==> src/rtl/lfu_pkg.sv <==
// ----------------------------------------------------------------------------
// lfu_pkg
// Shared constants and types for the lfu page replacement unit: frame store
// geometry, field widths, frame access structs and sequencer states.
// ----------------------------------------------------------------------------
package lfu_pkg;

    localparam int FRAMES     = 16;
    localparam int PAGE_BITS  = 20;
    localparam int COUNT_BITS = 16;
    localparam int STAMP_BITS = 32;
    localparam int TOTAL_BITS = 32;
    localparam int ACT_BITS   = 5;
    localparam int IDX_BITS   = $clog2(FRAMES);

    typedef struct packed {
        logic                  en;
        logic [IDX_BITS-1:0]   idx;
        logic [PAGE_BITS-1:0]  tag;
        logic [COUNT_BITS-1:0] count;
        logic [STAMP_BITS-1:0] stamp;
    } frame_wr_t;

    typedef struct packed {
        logic                  valid;
        logic [PAGE_BITS-1:0]  tag;
        logic [COUNT_BITS-1:0] count;
        logic [STAMP_BITS-1:0] stamp;
    } frame_rd_t;

    typedef enum logic [2:0] {
        ST_IDLE   = 3'b001,
        ST_SCAN   = 3'b010,
        ST_UPDATE = 3'b100
    } state_t;

endpackage

==> src/rtl/lfu_frame_store.sv <==
// ----------------------------------------------------------------------------
// lfu_frame_store
// Frame table: tag, valid bit, use count and arrival stamp per frame, one
// read port addressed by the scan index and one write port.
// ----------------------------------------------------------------------------
module lfu_frame_store (
    input  logic                              clk,
    input  logic                              rst_n,
    input  logic [lfu_pkg::IDX_BITS-1:0]      rd_idx,
    output lfu_pkg::frame_rd_t                rd,
    input  lfu_pkg::frame_wr_t                wr
);

    logic [lfu_pkg::FRAMES-1:0]     valid_reg;
    logic [lfu_pkg::PAGE_BITS-1:0]  tag_reg   [lfu_pkg::FRAMES];
    logic [lfu_pkg::COUNT_BITS-1:0] count_reg [lfu_pkg::FRAMES];
    logic [lfu_pkg::STAMP_BITS-1:0] stamp_reg [lfu_pkg::FRAMES];

    always_ff @(posedge clk or negedge rst_n)
    begin
        if (!rst_n)
        begin
            valid_reg <= '0;
            for (int i = 0; i < lfu_pkg::FRAMES; i++)
            begin
                count_reg[i] <= '0;
                stamp_reg[i] <= '0;
            end
        end
        else if (wr.en)
        begin
            valid_reg[wr.idx] <= 1'b1;
            count_reg[wr.idx] <= wr.count;
            stamp_reg[wr.idx] <= wr.stamp;
        end
    end

    // tags are only read behind a set valid bit
    always_ff @(posedge clk)
    begin
        if (wr.en)
        begin
            tag_reg[wr.idx] <= wr.tag;
        end
    end

    always_comb
    begin
        rd.valid = valid_reg[rd_idx];
        rd.tag   = tag_reg[rd_idx];
        rd.count = count_reg[rd_idx];
        rd.stamp = stamp_reg[rd_idx];
    end

endmodule

==> src/rtl/lfu_page_replacement_unit.sv <==
// ----------------------------------------------------------------------------
// lfu_page_replacement_unit
// Fully associative page frame set with least-frequently-used replacement,
// ties broken by earliest arrival then lowest frame index.
//
//   channel | signals                              | dir | accepted when
//   --------+--------------------------------------+-----+---------------------
//   input   | in_valid, in_stall, page             | in  | in_valid & !in_stall
//   output  | out_valid, out_stall, hit, frame_    | out | out_valid & !out_stall
//           | index, evicted, evicted_page, totals |     |
//   config  | cfg_write_en, cfg_write_data         | in  | cfg_write_en
//
// An item is taken in ST_IDLE, then ST_SCAN passes the n live frames (n being the
// active count clamped to 1..16) one frame per cycle through the single compare
// unit, then ST_UPDATE does the write-back.
// Reset clears all frames, counters and the active count to 16; no sweep.
// A held result does not block a new item; write-back waits while it is held.
// ----------------------------------------------------------------------------
module lfu_page_replacement_unit (
    input  logic                                  clk,
    input  logic                                  rst_n,
    input  logic                                  cfg_write_en,
    input  logic [lfu_pkg::ACT_BITS-1:0]          cfg_write_data,
    input  logic                                  in_valid,
    output logic                                  in_stall,
    input  logic [lfu_pkg::PAGE_BITS-1:0]         page,
    output logic                                  out_valid,
    input  logic                                  out_stall,
    output logic                                  hit,
    output logic [lfu_pkg::IDX_BITS-1:0]          frame_index,
    output logic                                  evicted,
    output logic [lfu_pkg::PAGE_BITS-1:0]         evicted_page,
    output logic [lfu_pkg::TOTAL_BITS-1:0]        hit_total,
    output logic [lfu_pkg::TOTAL_BITS-1:0]        fault_total,
    output logic [lfu_pkg::TOTAL_BITS-1:0]        refs_total
);

    lfu_pkg::state_t                state_reg, state_next;
    logic [lfu_pkg::ACT_BITS-1:0]   active_reg;
    logic [lfu_pkg::ACT_BITS-1:0]   live_n;
    logic [lfu_pkg::IDX_BITS-1:0]   idx_reg, idx_next;
    logic [lfu_pkg::PAGE_BITS-1:0]  page_reg;

    logic                           found_reg, found_next;
    logic [lfu_pkg::IDX_BITS-1:0]   found_idx_reg, found_idx_next;
    logic [lfu_pkg::COUNT_BITS-1:0] found_count_reg, found_count_next;
    logic [lfu_pkg::STAMP_BITS-1:0] found_stamp_reg, found_stamp_next;
    logic                           empty_reg, empty_next;
    logic [lfu_pkg::IDX_BITS-1:0]   empty_idx_reg, empty_idx_next;
    logic [lfu_pkg::IDX_BITS-1:0]   best_idx_reg, best_idx_next;
    logic [lfu_pkg::COUNT_BITS-1:0] best_count_reg, best_count_next;
    logic [lfu_pkg::STAMP_BITS-1:0] best_stamp_reg, best_stamp_next;
    logic [lfu_pkg::PAGE_BITS-1:0]  best_tag_reg, best_tag_next;

    logic [lfu_pkg::STAMP_BITS-1:0] stamp_ctr_reg;
    logic [lfu_pkg::TOTAL_BITS-1:0] hit_ctr_reg, fault_ctr_reg, ref_ctr_reg;

    logic                           out_valid_reg;
    logic                           hit_reg, evicted_reg;
    logic [lfu_pkg::IDX_BITS-1:0]   frame_index_reg;
    logic [lfu_pkg::PAGE_BITS-1:0]  evicted_page_reg;

    lfu_pkg::frame_rd_t             rd;
    lfu_pkg::frame_wr_t             wr;

    logic in_take, out_take, out_free, scan_last, do_update, better;

    lfu_frame_store u_store (
        .clk    (clk),
        .rst_n  (rst_n),
        .rd_idx (idx_reg),
        .rd     (rd),
        .wr     (wr)
    );

    always_comb
    begin
        if (active_reg == '0)
            live_n = lfu_pkg::ACT_BITS'(1);
        else if (active_reg > lfu_pkg::ACT_BITS'(lfu_pkg::FRAMES))
            live_n = lfu_pkg::ACT_BITS'(lfu_pkg::FRAMES);
        else
            live_n = active_reg;
    end

    assign in_stall  = (state_reg != lfu_pkg::ST_IDLE);
    assign in_take   = in_valid && !in_stall;
    assign out_take  = out_valid_reg && !out_stall;
    assign out_free  = !out_valid_reg || !out_stall;
    assign scan_last = (lfu_pkg::ACT_BITS'(idx_reg) == live_n - lfu_pkg::ACT_BITS'(1));
    assign do_update = (state_reg == lfu_pkg::ST_UPDATE) && out_free;

    // shared compare unit: least count, then earliest stamp
    assign better = (idx_reg == '0) || (rd.count < best_count_reg) ||
                    ((rd.count == best_count_reg) && (rd.stamp < best_stamp_reg));

    always_comb
    begin
        state_next       = state_reg;
        idx_next         = idx_reg;
        found_next       = found_reg;
        found_idx_next   = found_idx_reg;
        found_count_next = found_count_reg;
        found_stamp_next = found_stamp_reg;
        empty_next       = empty_reg;
        empty_idx_next   = empty_idx_reg;
        best_idx_next    = best_idx_reg;
        best_count_next  = best_count_reg;
        best_stamp_next  = best_stamp_reg;
        best_tag_next    = best_tag_reg;
        case (state_reg)
            lfu_pkg::ST_IDLE:
            begin
                if (in_take)
                begin
                    state_next = lfu_pkg::ST_SCAN;
                    idx_next   = '0;
                    found_next = 1'b0;
                    empty_next = 1'b0;
                end
            end
            lfu_pkg::ST_SCAN:
            begin
                if (rd.valid && (rd.tag == page_reg) && !found_reg)
                begin
                    found_next       = 1'b1;
                    found_idx_next   = idx_reg;
                    found_count_next = rd.count;
                    found_stamp_next = rd.stamp;
                end
                if (!rd.valid && !empty_reg)
                begin
                    empty_next     = 1'b1;
                    empty_idx_next = idx_reg;
                end
                if (better)
                begin
                    best_idx_next   = idx_reg;
                    best_count_next = rd.count;
                    best_stamp_next = rd.stamp;
                    best_tag_next   = rd.tag;
                end
                if (scan_last)
                    state_next = lfu_pkg::ST_UPDATE;
                else
                    idx_next = idx_reg + lfu_pkg::IDX_BITS'(1);
            end
            lfu_pkg::ST_UPDATE:
            begin
                if (out_free)
                    state_next = lfu_pkg::ST_IDLE;
            end
            default:
            begin
                state_next = lfu_pkg::ST_IDLE;
            end
        endcase
    end

    always_comb
    begin
        wr.en  = do_update;
        wr.tag = page_reg;
        if (found_reg)
        begin
            wr.idx   = found_idx_reg;
            wr.count = (found_count_reg == '1) ? found_count_reg
                                               : found_count_reg + lfu_pkg::COUNT_BITS'(1);
            wr.stamp = found_stamp_reg;
        end
        else
        begin
            wr.idx   = empty_reg ? empty_idx_reg : best_idx_reg;
            wr.count = lfu_pkg::COUNT_BITS'(1);
            wr.stamp = stamp_ctr_reg;
        end
    end

    always_ff @(posedge clk or negedge rst_n)
    begin
        if (!rst_n)
        begin
            state_reg     <= lfu_pkg::ST_IDLE;
            active_reg    <= lfu_pkg::ACT_BITS'(lfu_pkg::FRAMES);
            stamp_ctr_reg <= '0;
            hit_ctr_reg   <= '0;
            fault_ctr_reg <= '0;
            ref_ctr_reg   <= '0;
            out_valid_reg <= 1'b0;
        end
        else
        begin
            state_reg <= state_next;
            if (cfg_write_en)
                active_reg <= cfg_write_data;
            if (do_update)
            begin
                out_valid_reg <= 1'b1;
                if (ref_ctr_reg != '1)
                    ref_ctr_reg <= ref_ctr_reg + lfu_pkg::TOTAL_BITS'(1);
                if (found_reg)
                begin
                    if (hit_ctr_reg != '1)
                        hit_ctr_reg <= hit_ctr_reg + lfu_pkg::TOTAL_BITS'(1);
                end
                else
                begin
                    if (fault_ctr_reg != '1)
                        fault_ctr_reg <= fault_ctr_reg + lfu_pkg::TOTAL_BITS'(1);
                    if (stamp_ctr_reg != '1)
                        stamp_ctr_reg <= stamp_ctr_reg + lfu_pkg::STAMP_BITS'(1);
                end
            end
            else if (out_take)
            begin
                out_valid_reg <= 1'b0;
            end
        end
    end

    always_ff @(posedge clk)
    begin
        idx_reg         <= idx_next;
        found_reg       <= found_next;
        found_idx_reg   <= found_idx_next;
        found_count_reg <= found_count_next;
        found_stamp_reg <= found_stamp_next;
        empty_reg       <= empty_next;
        empty_idx_reg   <= empty_idx_next;
        best_idx_reg    <= best_idx_next;
        best_count_reg  <= best_count_next;
        best_stamp_reg  <= best_stamp_next;
        best_tag_reg    <= best_tag_next;
        if (in_take)
            page_reg <= page;
        if (do_update)
        begin
            hit_reg          <= found_reg;
            frame_index_reg  <= wr.idx;
            evicted_reg      <= !found_reg && !empty_reg;
            evicted_page_reg <= (!found_reg && !empty_reg) ? best_tag_reg : '0;
        end
    end

    assign out_valid    = out_valid_reg;
    assign hit          = hit_reg;
    assign frame_index  = frame_index_reg;
    assign evicted      = evicted_reg;
    assign evicted_page = evicted_page_reg;
    assign hit_total    = hit_ctr_reg;
    assign fault_total  = fault_ctr_reg;
    assign refs_total   = ref_ctr_reg;

endmodule

==> config.mk <==
export PLATFORM = sky130hd
export DESIGN_NAME = lfu_page_replacement_unit
export DESIGN_NICKNAME = d
export VERILOG_FILES = /design/src/rtl/lfu_pkg.sv /design/src/rtl/lfu_frame_store.sv /design/src/rtl/lfu_page_replacement_unit.sv
export SDC_FILE = /design/constraint.sdc
export NUM_CORES = 2
export LEC_CHECK = 0
export ABC_AREA = 1
export BUFFER_PORTS_ARGS = -buffer_cell sky130_fd_sc_hd__buf_4
export CAP_MARGIN = 20
export CORE_MARGIN = 2
export CORE_UTILIZATION = 40
export DETAILED_ROUTE_END_ITERATION = 10
export SLEW_MARGIN = 10
export SYNTH_ARGS = -nofsm -noshare
export SYNTH_HDL_FRONTEND = slang
export SYNTH_HIERARCHICAL = 1
export SYNTH_SLANG_ARGS = --single-unit
==> constraint.sdc <==
create_clock -name clk -period 7.6 [get_ports clk]
set_clock_uncertainty 0.2 [all_clocks]
set_input_delay 0.76 -clock clk [delete_from_list [all_inputs] [get_ports clk]]
set_output_delay 0.76 -clock clk [all_outputs]
set_load 0.01 [all_outputs]
==> results.cfg <==
[power_and_ir_drop]
p_leak_uw = 0.0349
pwr-share-clk_pct = 27.8
seq_power_share_pct = 39.1
p_int_uw = 16600
irDropWorstVdd_mv = 0.438
pwr-share-comb_pct = 33.1
power.switching_fraction_pct = 38.1
cellPowerDensity_nw_per_um2 = 354
switchingPower_uw = 10200

[global_routing]
leftover_overflow_at_the_end_of_global_routing = 0
grt_usage_pct = 22.3
antenna_violations_before_repair = 0
grt_first_pass_wirelength_mm = 303
grt_start_max_net_pins = 171
grt_pass1_vias = 51500

[timing]
worst_slack_ns = 2.03
timing_max_transition_violations_final = 0
rsz0062_at_grt = no
totalNegativeSetupSlack_ns = 0
worst-slew-pin-transition_ns = 1.13
timing.final.crit_share_pct = 73.2
timing_hold_violations_final = 0
timing.final.setup_violations = 0
final.min_clock_period_ns = 5.57
max_frequency_mhz = 180
max-slew-margin-rel_pct = 25.0

[setup_path]
crit_path_start_kind = flip-flop
cpMaxStageDelayCell = buf_4
worst-path-max-fanout = 125
cp.buffers_inverters = 4
cpPeakStageDelay_ns = 0.78
worst_setup_path_end_kind = flip-flop
critical_path.most_common_cell = nand3_1
worst_ep_required_time_ns = 7.80
worst-r2r-cell-count = 13
worstPathArrival_ns = 5.77
setup.worst_path.class = flip-flop to flip-flop
logic_depth_of_the_worst_setup_path_including_buffers = 13
worst_path_dominant_cell_family = buffers and inverters
worstPathCellList = buf_12 > buf_4 > buf_4 > nand3_1 > nand3_1 > nand3_1 > nand2_1 > o21ai_0 > or2_2 > nor4_1 > nand3_1 > nor2_4 > buf_4

[routing]
via_per_inst = 5.12
detail_route.wirelength_mm = 193
drcViolationCount = 0
routed-via-count = 53500
drtAntennaViolNets = 0
initialDrtViolationCount = 5478
avgRoutedWirePerCell_um = 18.4
detailedRoute.firstPassIterationCount = 6

[clocking]
clock_tree_from_tritoncts = built
number_of_buffers_created_by_cts = 158
worst_setup_hold_path_clk_slew_ns = 0.05
ctsLongestPathBuffers = 3
postcts_resize_cnt = 0
cts_sinks = 1421
cts_max_level = 4
worst_skew_pair.late_latency_ns = 0.80
clockRootBuffer = clkbuf_16

[synth]
synth_area_leaders = dfrtp_1 34%, edfxtp_1 22%, nand2_1 14%
syn_area_um2 = 67600
ys.warnings.count = 6
muxShareOfSynthArea_pct = 0.0167
largest_area_contributor_in_the_netlist = dfrtp_1
synth_async_sr_flop_share_pct = 64.8
syn_nets = 8242
yosys.area_share.simple_pct = 24.4
synth_top_family_by_area = simple AND/OR/NAND/NOR gates
synth-xor-area-share_pct = 1.67
ys_dominant_reg_cell = dfrtp_1
post_syn_area_per_cell_um2 = 8.28
compound_gate_fraction_of_synth_area_pct = 6.96
seq_cells_post_synth = 1421
synth-edff-count = 500
adder_cell_share_of_the_synthesized_area_pct = 1.02
netlist.area_leader.share_pct = 34.0
netlist-cell-type-count = 44
post_synth_inst_count = 8157
synth_sequential_area_ratio_pct = 56.3

[finish]
multiInputGateArea_um2 = 23100
sequential_cell_area_um2 = 38100
layout.cells.most_common = nand2_1
final_cell_mix = 2,602 x nand2_1, 1,178 x inv_1, 919 x dfrtp_1, 872 x nand3_1, 825 x o21ai_0
syn2layout_area_growth_pct = 12.3
drive_gt1_share_pct = 6.65
n_fill_cell = 16300
largest_register_ff_count = 512
final_net_count = 8205

[status]
status = complete, no violations

[floorplan]
std_cell_rows = 150
die_w_um = 415
dieHeight_um = 415
floorplan.initialDensity_pct = 40.4
fp.dieArea_um2 = 172000
floorplan.core_area_um2 = 167000
ioPinCount = 154

[worst_hold_path]
holdCritPathClass = primary input to flip-flop
hold_path_depth = 3

[placed_design]
total_of_buffers_placed_on_input_and_output_ports = 153
gp_congestion = 0.912
hpwl_mm = 106
placement.setup.worst_slack_ns = 1.74

[job]
drv_cap = 0
## worst paths after layout
check	startpoint	endpoint	slack, ns
min	cfg_write_data[2]	active_reg[2]	0.06
min reg2reg	u_store/valid_reg[0]	u_store/valid_reg[0]	0.25
max	idx_reg[1]	found_stamp_reg[7]	2.03
min in group asynchronous	rst_n	u_store/stamp_reg[344]	0.44
max in group asynchronous	rst_n	u_store/count_reg[250]	5.27
max reg2reg	idx_reg[1]	found_stamp_reg[7]	2.03
## logic make-up after synthesis
family | Yosys count
simple gates | 3959
buf+inv | 1660
flops | 1421
compound gates | 933
xor+xnor | 128
fa+ha+maj | 55
mux | 1
## layout make-up
cell class	count	share of cell area [%]
Antenna cell	1	0.00330
Clock buffer	231	5.97
Clock inverter	59	0.686
Inverter	1193	5.93
Multi-Input combinational cell	5076	30.5
Sequential cell	1421	50.2
Tap cell	2204	3.63
Timing Repair Buffer	270	3.14
## timing repair
| item | CTS | global route |
|---|---|---|
| hold buffers | 24 | 0 |
| buffers inserted | 0 | 0 |
| endpoints found under the hold margin | 99 | 0 |
## metal layers
layer / routed length, µm / part of all wire, % / up-vias / track usage, %
li1: - / - / 25600 / -
met1: 86300 / 45 / 25800 / 31.3
met2: 88800 / 46 / 1789 / 36.0
met3: 12700 / 6.6 / 301 / 3.09
met4: 4800 / 2.5 / 0 / 6.54
met5: 0 / 0 / - / 0
## stage by stage
stage | power, µW | std cells | hold slack [ns] | util [%] | cell area (µm²)
finish | 26900 | 10500 | 0.0601 | 45.3 | 75900
global route | 28600 | 10500 | 0.0329 | 45.3 | 75900
CTS | 27000 | 10500 | 0.0132 | 45.3 | 75800
detailed placement | 19400 | 10100 | 0.239 | 42.1 | 70500
global placement | 19300 | 10100 | 0.233 | 42.1 | 70500
floorplan | 16400 | 8157 | 0.223 | - | 67600
## cell usage after synthesis (all sizes together), types with 31 or more instances
cell type	count
xor2	97
buf	189
ha	55
nand3	880
nor2	305
inv	1189
nor3	94
clkbuf	278
o21ai	879
edfxtp	500
xnor2	31
nand4	49
a21oi	38
nand2	2613
dfrtp	919
## worst min-delay path, cell delays in order
cell and delay, ns:
buf_4 0.08, nand2_1 0.08, o21ai_0 0.08
## power groups by stage
stage / clock network (µW) / registers, µW / logic (µW)
6_report: 7460 / 10500 / 8910
5_1_grt: 7950 / 10700 / 10000
4_1_cts: 7630 / 10500 / 8870
3_5_place_dp: 0 / 10600 / 8810
3_3_place_gp: 0 / 10600 / 8700
2_1_floorplan: 0 / 10400 / 6010
Power figures use the tool's default switching activity.
